`src/rtl/uvcpfa_pkg.sv`:
```
// Shared types and constants of the UVC payload frame assembler.
`timescale 1ns / 1ps

package uvcpfa_pkg;

   localparam int DEF_RING_SLOTS     = 2;
   localparam int DEF_MAX_PACKET     = 4096;
   localparam int DEF_FRAME_CAPACITY = 4194304;

   localparam logic [22:0] FRAME_SIZE_RESET = 23'd614400;

   // payload header flag bits (byte 1 of a packet)
   localparam int FLAG_FID = 0;
   localparam int FLAG_EOF = 1;
   localparam int FLAG_ERR = 6;

   localparam logic       KIND_WRITE    = 1'b0;
   localparam logic       KIND_COMPLETE = 1'b1;

   // register indexes on the configuration port
   localparam logic       CSR_FRAME_SIZE = 1'b0;

   localparam logic [1:0] FID_NONE = 2'd2;

   // result queue
   localparam int FIFO_DEPTH = 4;
   localparam int FIFO_AW    = $clog2(FIFO_DEPTH);
   localparam int FIFO_CW    = $clog2(FIFO_DEPTH + 1);

   typedef struct packed {
      logic [7:0]  packet_byte;
      logic [12:0] packet_length;
   } req_type;

   typedef struct packed {
      logic        kind;
      logic        slot;
      logic [21:0] write_offset;
      logic [7:0]  write_byte;
      logic [22:0] frame_length;
      logic        frame_bad;
      logic [31:0] frame_sequence;
      logic        last;
   } rsp_type;

   // results caused by one accepted byte, first one in r0
   typedef struct packed {
      logic [1:0] count;
      rsp_type    r0;
      rsp_type    r1;
   } push_type;

endpackage

```
`src/rtl/uvc_payload_frame_assembler.sv`:
```
// Top level of the UVC payload frame assembler: register port, byte core, result queue.
`timescale 1ns / 1ps

// Takes one isochronous packet byte per clock cycle and checks the payload
// header; payload bytes become write results (slot, offset, byte) and
// the last byte of an end-of-frame packet also yields a frame-complete result.
// A byte is processed in the cycle it is transferred and its results land in a
// four-entry result queue; req_stall rises while that queue holds more than two
// results, so a byte is taken every cycle as long as results drain at one per
// cycle (a byte that ends a frame may add two). frame_size sits at byte address 0.

module uvc_payload_frame_assembler #(
   parameter int RING_SLOTS     = uvcpfa_pkg::DEF_RING_SLOTS,
   parameter int MAX_PACKET     = uvcpfa_pkg::DEF_MAX_PACKET,
   parameter int FRAME_CAPACITY = uvcpfa_pkg::DEF_FRAME_CAPACITY
) (
   input  logic                clock,
   input  logic                reset,
   input  logic                req_valid,
   output logic                req_stall,
   input  uvcpfa_pkg::req_type req_data,
   output logic                rsp_valid,
   input  logic                rsp_stall,
   output uvcpfa_pkg::rsp_type rsp_data,
   input  logic                psel,
   input  logic                penable,
   input  logic                pwrite,
   input  logic [2:0]          paddr,
   input  logic [31:0]         pwdata,
   output logic [31:0]         prdata,
   output logic                pready
);

   logic [22:0]          frame_size_ff;
   logic                 accept, full, hit;
   uvcpfa_pkg::push_type push;

   assign pready    = 1'b1;
   assign req_stall = full;
   assign accept    = req_valid && !full;
   assign hit       = paddr[2] == uvcpfa_pkg::CSR_FRAME_SIZE;
   assign prdata    = hit ? {9'd0, frame_size_ff} : 32'd0;

   always_ff @(posedge clock) begin
      if (reset) begin
         frame_size_ff <= uvcpfa_pkg::FRAME_SIZE_RESET;
      end else if (psel && penable && pwrite && pready && hit) begin
         frame_size_ff <= pwdata[22:0];
      end
   end

   uvcpfa_core #(
      .RING_SLOTS     (RING_SLOTS),
      .MAX_PACKET     (MAX_PACKET),
      .FRAME_CAPACITY (FRAME_CAPACITY)
   ) u_core (
      .clock      (clock),
      .reset      (reset),
      .accept     (accept),
      .req        (req_data),
      .frame_size (frame_size_ff),
      .push       (push)
   );

   uvcpfa_fifo u_fifo (
      .clock     (clock),
      .reset     (reset),
      .push      (push),
      .full      (full),
      .rsp_valid (rsp_valid),
      .rsp_stall (rsp_stall),
      .rsp_data  (rsp_data)
   );

endmodule

```
`src/rtl/uvcpfa_core.sv`:
```
// Header check, frame tracking and result generation for each accepted byte.
`timescale 1ns / 1ps

module uvcpfa_core #(
   parameter int RING_SLOTS     = uvcpfa_pkg::DEF_RING_SLOTS,
   parameter int MAX_PACKET     = uvcpfa_pkg::DEF_MAX_PACKET,
   parameter int FRAME_CAPACITY = uvcpfa_pkg::DEF_FRAME_CAPACITY
) (
   input  logic                 clock,
   input  logic                 reset,
   input  logic                 accept,
   input  uvcpfa_pkg::req_type  req,
   input  logic [22:0]          frame_size,
   output uvcpfa_pkg::push_type push
);

   localparam int POS_W  = $clog2(MAX_PACKET);
   localparam int LEN_W  = ($clog2(MAX_PACKET + 1) > 13) ? $clog2(MAX_PACKET + 1) : 13;
   localparam int FILL_W = $clog2(FRAME_CAPACITY + 1);
   localparam int SLOT_W = (RING_SLOTS > 1) ? $clog2(RING_SLOTS) : 1;
   localparam int CMP_W  = (FILL_W > 23) ? FILL_W : 23;

   logic [POS_W-1:0]  pos_ff, pos_in;
   logic [7:0]        hlen_ff, hlen_in;
   logic [7:0]        flags_ff, flags_in;
   logic              hvalid_ff, hvalid_in;
   logic [1:0]        prev_fid_ff, prev_fid_in;
   logic [31:0]       seq_ff, seq_in;
   logic [FILL_W-1:0] fill_ff, fill_in;
   logic              ferr_ff, ferr_in;
   logic [SLOT_W-1:0] slot_ff, slot_in;

   logic [LEN_W-1:0]  len_raw, len_c, pos_x;
   logic              is_last, hdr_ok, do_write, do_done, bad;
   uvcpfa_pkg::rsp_type wr_r, done_r;

   always_comb begin
      len_raw = LEN_W'(req.packet_length);
      if (len_raw == '0) begin
         len_c = LEN_W'(1);
      end else if (len_raw > LEN_W'(MAX_PACKET)) begin
         len_c = LEN_W'(MAX_PACKET);
      end else begin
         len_c = len_raw;
      end
      pos_x   = LEN_W'(pos_ff);
      is_last = LEN_W'(pos_x + LEN_W'(1)) >= len_c;
      hdr_ok  = (len_c >= LEN_W'(2)) && (hlen_ff >= 8'd2) && (LEN_W'(hlen_ff) <= len_c);

      hlen_in     = hlen_ff;
      flags_in    = flags_ff;
      hvalid_in   = hvalid_ff;
      prev_fid_in = prev_fid_ff;
      seq_in      = seq_ff;
      fill_in     = fill_ff;
      ferr_in     = ferr_ff;
      slot_in     = slot_ff;
      do_write    = 1'b0;

      if (pos_ff == '0) begin
         hlen_in   = req.packet_byte;
         flags_in  = '0;
         hvalid_in = 1'b0;
      end else if (pos_ff == POS_W'(1)) begin
         flags_in = req.packet_byte;
         if (hdr_ok) begin
            hvalid_in   = 1'b1;
            prev_fid_in = {1'b0, req.packet_byte[uvcpfa_pkg::FLAG_FID]};
            if (prev_fid_ff != {1'b0, req.packet_byte[uvcpfa_pkg::FLAG_FID]}) begin
               seq_in = seq_ff + 32'd1;
            end
            if (req.packet_byte[uvcpfa_pkg::FLAG_ERR]) begin
               ferr_in = 1'b1;
            end
         end
      end else if (hvalid_ff && pos_x >= LEN_W'(hlen_ff)) begin
         if (fill_ff < FILL_W'(FRAME_CAPACITY)) begin
            do_write = 1'b1;
            fill_in  = fill_ff + FILL_W'(1);
         end else begin
            ferr_in = 1'b1;
         end
      end

      // completion sees the values left by this byte
      do_done = is_last && hvalid_in && (pos_ff != '0) && flags_in[uvcpfa_pkg::FLAG_EOF];
      bad     = ferr_in || (CMP_W'(fill_in) != CMP_W'(frame_size));

      wr_r                = '0;
      wr_r.kind           = uvcpfa_pkg::KIND_WRITE;
      wr_r.slot           = slot_ff[0];
      wr_r.write_offset   = 22'(fill_ff);
      wr_r.write_byte     = req.packet_byte;
      wr_r.last           = !do_done;

      done_r                = '0;
      done_r.kind           = uvcpfa_pkg::KIND_COMPLETE;
      done_r.slot           = slot_ff[0];
      done_r.frame_length   = 23'(fill_in);
      done_r.frame_bad      = bad;
      done_r.frame_sequence = seq_in;
      done_r.last           = 1'b1;

      if (do_done) begin
         fill_in = '0;
         ferr_in = 1'b0;
         if (slot_ff == SLOT_W'(RING_SLOTS - 1)) begin
            slot_in = '0;
         end else begin
            slot_in = slot_ff + SLOT_W'(1);
         end
      end

      if (is_last) begin
         pos_in    = '0;
         hvalid_in = 1'b0;
      end else begin
         pos_in = POS_W'(pos_x + LEN_W'(1));
      end

      push = '0;
      if (accept) begin
         if (do_write) begin
            push.r0    = wr_r;
            push.r1    = done_r;
            push.count = do_done ? 2'd2 : 2'd1;
         end else if (do_done) begin
            push.r0    = done_r;
            push.count = 2'd1;
         end
      end
   end

   always_ff @(posedge clock) begin
      if (reset) begin
         pos_ff      <= '0;
         hlen_ff     <= '0;
         flags_ff    <= '0;
         hvalid_ff   <= 1'b0;
         prev_fid_ff <= uvcpfa_pkg::FID_NONE;
         seq_ff      <= '1;
         fill_ff     <= '0;
         ferr_ff     <= 1'b0;
         slot_ff     <= '0;
      end else if (accept) begin
         pos_ff      <= pos_in;
         hlen_ff     <= hlen_in;
         flags_ff    <= flags_in;
         hvalid_ff   <= hvalid_in;
         prev_fid_ff <= prev_fid_in;
         seq_ff      <= seq_in;
         fill_ff     <= fill_in;
         ferr_ff     <= ferr_in;
         slot_ff     <= slot_in;
      end
   end

   a_pair_order: assert property (@(posedge clock) disable iff (reset)
      push.count == 2'd2 |-> push.r0.kind == uvcpfa_pkg::KIND_WRITE && !push.r0.last
                             && push.r1.kind == uvcpfa_pkg::KIND_COMPLETE && push.r1.last)
      else $error("two results must be a write followed by a completion");

   a_single_last: assert property (@(posedge clock) disable iff (reset)
      push.count == 2'd1 |-> push.r0.last)
      else $error("single result not marked last");

   a_done_clears_fill: assert property (@(posedge clock) disable iff (reset)
      accept && do_done |=> fill_ff == '0 && !ferr_ff)
      else $error("frame state not cleared after completion");

   a_fill_bound: assert property (@(posedge clock) disable iff (reset)
      fill_ff <= FILL_W'(FRAME_CAPACITY))
      else $error("fill offset beyond capacity");

endmodule

```
`src/rtl/uvcpfa_fifo.sv`:
```
// Result queue: takes up to two results a cycle, hands out one per transfer.
`timescale 1ns / 1ps

module uvcpfa_fifo (
   input  logic                 clock,
   input  logic                 reset,
   input  uvcpfa_pkg::push_type push,
   output logic                 full,
   output logic                 rsp_valid,
   input  logic                 rsp_stall,
   output uvcpfa_pkg::rsp_type  rsp_data
);

   localparam int AW = uvcpfa_pkg::FIFO_AW;
   localparam int CW = uvcpfa_pkg::FIFO_CW;

   uvcpfa_pkg::rsp_type mem_ff [uvcpfa_pkg::FIFO_DEPTH];
   logic [AW-1:0] wr_ff, wr_in, rd_ff, rd_in;
   logic [CW-1:0] cnt_ff, cnt_in;
   logic          pop;

   assign rsp_valid = cnt_ff != '0;
   assign rsp_data  = mem_ff[rd_ff];
   assign pop       = rsp_valid && !rsp_stall;
   // room for a pair is required before a byte is taken
   assign full      = cnt_ff > CW'(uvcpfa_pkg::FIFO_DEPTH - 2);

   always_comb begin
      wr_in  = wr_ff + AW'(push.count);
      rd_in  = pop ? rd_ff + AW'(1) : rd_ff;
      cnt_in = cnt_ff + CW'(push.count) - CW'(pop);
   end

   always_ff @(posedge clock) begin
      if (push.count != 2'd0) begin
         mem_ff[wr_ff] <= push.r0;
      end
      if (push.count == 2'd2) begin
         mem_ff[wr_ff + AW'(1)] <= push.r1;
      end
   end

   always_ff @(posedge clock) begin
      if (reset) begin
         wr_ff  <= '0;
         rd_ff  <= '0;
         cnt_ff <= '0;
      end else begin
         wr_ff  <= wr_in;
         rd_ff  <= rd_in;
         cnt_ff <= cnt_in;
      end
   end

   a_no_overrun: assert property (@(posedge clock) disable iff (reset)
      push.count != 2'd0 |-> cnt_ff <= CW'(uvcpfa_pkg::FIFO_DEPTH - 2))
      else $error("push into queue without room");

   a_count_bound: assert property (@(posedge clock) disable iff (reset)
      cnt_ff <= CW'(uvcpfa_pkg::FIFO_DEPTH))
      else $error("queue count out of range");

endmodule

```
`config.mk`:
```
export PLATFORM = sky130hd
export DESIGN_NAME = uvc_payload_frame_assembler
export DESIGN_NICKNAME = d
export VERILOG_FILES = /design/src/rtl/uvcpfa_pkg.sv /design/src/rtl/uvc_payload_frame_assembler.sv /design/src/rtl/uvcpfa_core.sv /design/src/rtl/uvcpfa_fifo.sv
export SDC_FILE = /design/constraint.sdc
export NUM_CORES = 1
export LEC_CHECK = 0
export ABC_CLOCK_PERIOD_IN_PS = 10400
export BUFFER_PORTS_ARGS = -buffer_cell sky130_fd_sc_hd__buf_2
export CAP_MARGIN = 20
export CELL_PAD_IN_SITES_DETAIL_PLACEMENT = 1
export CELL_PAD_IN_SITES_GLOBAL_PLACEMENT = 2
export CORE_ASPECT_RATIO = 0.7
export CORE_MARGIN = 8
export CORE_UTILIZATION = 40
export CTS_BUF_LIST = sky130_fd_sc_hd__clkbuf_2 sky130_fd_sc_hd__clkbuf_4 sky130_fd_sc_hd__clkbuf_8
export DETAILED_ROUTE_END_ITERATION = 8
export GPL_TIMING_DRIVEN = 0
export PLACE_DENSITY_LB_ADDON = 0.1
export SYNTH_ARGS = -nofsm -noshare
export SYNTH_HDL_FRONTEND = slang
export SYNTH_SLANG_ARGS = --single-unit
export TNS_END_PERCENT = 10
```
`constraint.sdc`:
```
create_clock -name clock -period 10.4 [get_ports clock]
set_input_delay 2.08 -clock clock [delete_from_list [all_inputs] [get_ports clock]]
set_output_delay 2.08 -clock clock [all_outputs]
set_load 0.01 [all_outputs]
```
==> impl_metrics.ini <==
[finish]
stdcell_area_sq_um = 25690
layout_common_cells = nor2_1 (310), edfxtp_1 (236), dfxtp_1 (233)
final_nets = 2330
syn_to_final_growth_pct = 16.17
regArea_sq_um = 11750
multiInputGateArea_sq_um = 9563
layout_commonest_cell = nor2_1
nFillCells = 6011
drive_gt1_frac = 0.2057
final_util = 0.4674

[clock_tree]
clockBufferDepth = 3
cts_buffers = 78
clk_latency_ns = 0.70
cts_tree = yes
hold_buffers = 0
clk_pin_slew_ns = 0.06
ctsResizeCount = 0
htree_num_levels = 3
clock_sinks = 469
root_buffer = clkbuf_8
postCtsSetupBuffers = 0

[floorplan]
core_area_sq_um = 54950
num_rows = 72
ios = 187
initial_core_util = 0.4024
die_w_um = 297.0
dieHeight_um = 212.7
dieArea_sq_um = 63180

[routing]
avgViaCountPerCell = 5.682
drcViolationCount = 0
routedWlPerCell_um = 24.74
drt_pre_antenna_iters = 5
vias = 17220
routed_wirelength_um = 75000
drt_iter0_drc = 1394
postRouteAntennaNets = 0

[yosys]
synthCells = 1965
synth_edf_count = 236
async_reset_ff_frac = 0
syn-cell-area_sq_um = 22110
yosysWarnings = 0
synth_ff_type = edfxtp_1
synth.ff_latch_count = 469
syn_area_per_cell_sq_um = 11.25
seq_area_frac_synth = 0.5315
synth.distinct_cells = 80

[job]
drv_cap = 0

[timing]
setup_ws_ns = 1.985
holdWs_ns = 0.4633
worstMarginPinSlew_ns = 1.130
finClkSkew_ns = 0.04162
hold_violations = 0
slew_viol_final = 0
rsz0062_at_grt = false
period_minus_slack_ns = 8.415
final-setup-viol-count = 0
maxSlewHeadroom = 0.2465
min_period_over_period = 0.8091
fmax_mhz = 118.8

[setup_path]
cpPeakStageDelay_ns = 0.81
crit_start = req_data[5]
rrSetupSlack_ns = 2.83
arrival_ns = 8.77
critPathBufInv = 5
r2r_cells = 19
slowest_stage = nor2_1
cp_cell_sequence = buf_2 -> or4_1 -> nor4_1 -> a21oi_1 -> nor2_1 -> ha_1 -> nor2b_1 -> o21a_1 -> o21bai_1 -> a31oi_1 -> or3_1 -> a221oi_4 -> clkbuf_1 -> ha_1 -> o21ai_0 -> nor2_1 -> nor2_1 -> clkbuf_1 -> inv_4 -> buf_16
critPathTopFamily = simple AND/OR/NAND/NOR gates
start_kind = input pin
crit_end = u_fifo.mem_ff[3][39]$_DFFE_PP_
reg2reg_from = u_core.pos_ff[0]$_SDFFE_PP0P_
critical_path_class = in2reg
critPathCaptureType = register
critPathMostFrequentCell = nor2_1
crit_cells = 20
required_ns = 10.76
reg2reg_to = u_fifo.mem_ff[3][39]$_DFFE_PP_
cp_max_fo = 37

[power_and_ir_drop]
p_leak_nw = 9.476
vdd_drop_max_mv = 0.09893
p_per_area_nw_per_um2 = 183.3

[grt]
grtUsageMet1 = 0.3362
use_met3 = 0.04588
grt_start_max_net_pins = 41
grt_usage = 0.2335
antenna_found_initial = 2
use_met2 = 0.3557
overflow = 0
grt-busiest-layer = met2
grt_pass1_wl_um = 113000
grt_pass1_vias = 17900

[placement]
numPortBuffers = 164
pre_cts_ws_ns = 1.407
dpl_cell_area_sq_um = 24080
place_congestion = 0.8663
dp_hpwl_um = 54020

[run_status]
status = finished clean

[hold_path]
hp-class = reg2reg
-- how the worst min path moves through the flow --
stage                                             end  slack, ns  cells after the start                               from
floorplan           u_fifo.mem_ff[1][83]$_SDFFE_PP0P_       0.44                      1  u_fifo.mem_ff[1][83]$_SDFFE_PP0P_
global placement    u_fifo.mem_ff[1][66]$_SDFFE_PP0P_       0.44                      1  u_fifo.mem_ff[1][66]$_SDFFE_PP0P_
detailed placement  u_fifo.mem_ff[3][73]$_SDFFE_PP0N_       0.45                      1  u_fifo.mem_ff[3][73]$_SDFFE_PP0N_
CTS                 u_fifo.mem_ff[2][60]$_SDFFE_PP0P_       0.47                      1  u_fifo.mem_ff[2][60]$_SDFFE_PP0P_
global route        u_fifo.mem_ff[2][59]$_SDFFE_PP0P_       0.47                      1  u_fifo.mem_ff[2][59]$_SDFFE_PP0P_
finish              u_fifo.mem_ff[2][64]$_SDFFE_PP0P_       0.46                      1  u_fifo.mem_ff[2][64]$_SDFFE_PP0P_
-- metrics by stage --
step                total power [W]  std cells  TNS, ns
finish                     0.004708       3031        0
global route               0.004926       3031        0
CTS                        0.004766       3027        0
detailed placement         0.003091       2886        0
global placement           0.003067       2877  -133.68
floorplan                  0.002680       1973        0
-- worst register-to-register path, cell delays in order (launching register included) --
cell and delay (ns):
dfxtp_1 0.48, ha_1 0.30, and3_1 0.25, and3_1 0.26
and3_1 0.27, and3_1 0.25, xor2_1 0.19, ha_1 0.29
a211oi_1 0.27, o21ai_0 0.15, o31ai_1 0.83, a221oi_4 0.30
clkbuf_1 0.39, ha_1 0.55, o21ai_0 0.25, nor2_1 0.81
nor2_1 0.26, clkbuf_1 0.37, inv_4 0.44, buf_16 0.30
-- cells in the mapped netlist, types with 9 or more instances --
library cell / n / share of area
nand2_1: 139 / 0.024
mux4_2: 89 / 0.091
dfxtp_1: 233 / 0.21
edfxtp_1: 236 / 0.32
xnor2_1: 64 / 0.025
buf_2: 38 / 0.0086
a21oi_1: 90 / 0.020
nor4_1: 10 / 0.0028
nand4_1: 26 / 0.0074
and3_1: 29 / 0.0082
mux2i_1: 13 / 0.0059
nor3b_1: 9 / 0.0031
buf_1: 13 / 0.0022
nand2b_1: 22 / 0.0062
inv_1: 31 / 0.0053
buf_4: 10 / 0.0034
a32o_1: 120 / 0.054
or3b_1: 12 / 0.0048
o21ai_0: 47 / 0.011
xor2_1: 33 / 0.013
clkbuf_1: 109 / 0.019
nand3b_1: 17 / 0.0058
nand3_1: 35 / 0.0079
ha_1: 37 / 0.021
nor2b_1: 26 / 0.0074
nor3_1: 42 / 0.0095
a211oi_1: 12 / 0.0041
nor2_1: 310 / 0.053
-- power breakdown --
group	internal [W]	leakage, nW	total (W)	switching (W)
combinational	0.000458	4.38	0.00106	0.000606
clock	0.000873	0.834	0.00167	0.000795
sequential	0.00195	4.26	0.00198	0.0000271
total	0.00328	9.48	0.00471	0.00143
-- state kept, by name, summed over array words and instances, names as in the netlist, named ones only --
signal,flops
u_core.pos_ff,12
u_core.hvalid_ff,1
u_core.prev_fid_ff,2
u_fifo.cnt_ff,3
frame_size_ff,23
u_core.hlen_ff,8
u_fifo.rd_ff,2
u_core.ferr_ff,1
u_core.fill_ff,23
u_fifo.mem_ff,356
u_core.flags_ff,1
u_core.seq_ff,32
u_fifo.wr_ff,2
u_core.slot_ff,1
-- per-layer routing --
metal  up-vias  part of all wire
met3       112             0.064
met1      8784              0.47
met5         -                 0
met2       519              0.44
li1       7806                 -
met4         0             0.022
-- kinds of logic (layout without fill, tap and decap cells) --
group                      count (synthesis)  after routing  synth area share
AOI/OAI and AO/OA                        335            335            0.1154
xor gates and xnor gates                 101            101           0.04261
adders and majority gates                 38             38           0.02184
buffers and inverters                    202            519           0.03814
DFF                                      469            469            0.5315
muxes                                    103            103           0.09705
other                                      2             11         0.0003396
and+or+nand+nor                          715            715            0.1531
-- cell type report --
class                      instances  area share
buffer                           170     0.02816
clock inverter                    25    0.006284
inverter                          32    0.005066
antenna                            1  0.00009742
clock buffer                     116     0.05461
tap                              740     0.03605
sequential                       469      0.4575
timing repair buffer             176     0.03994
multi-input combinational       1302      0.3723
No activity file was read; power rests on OpenSTA's default activity.
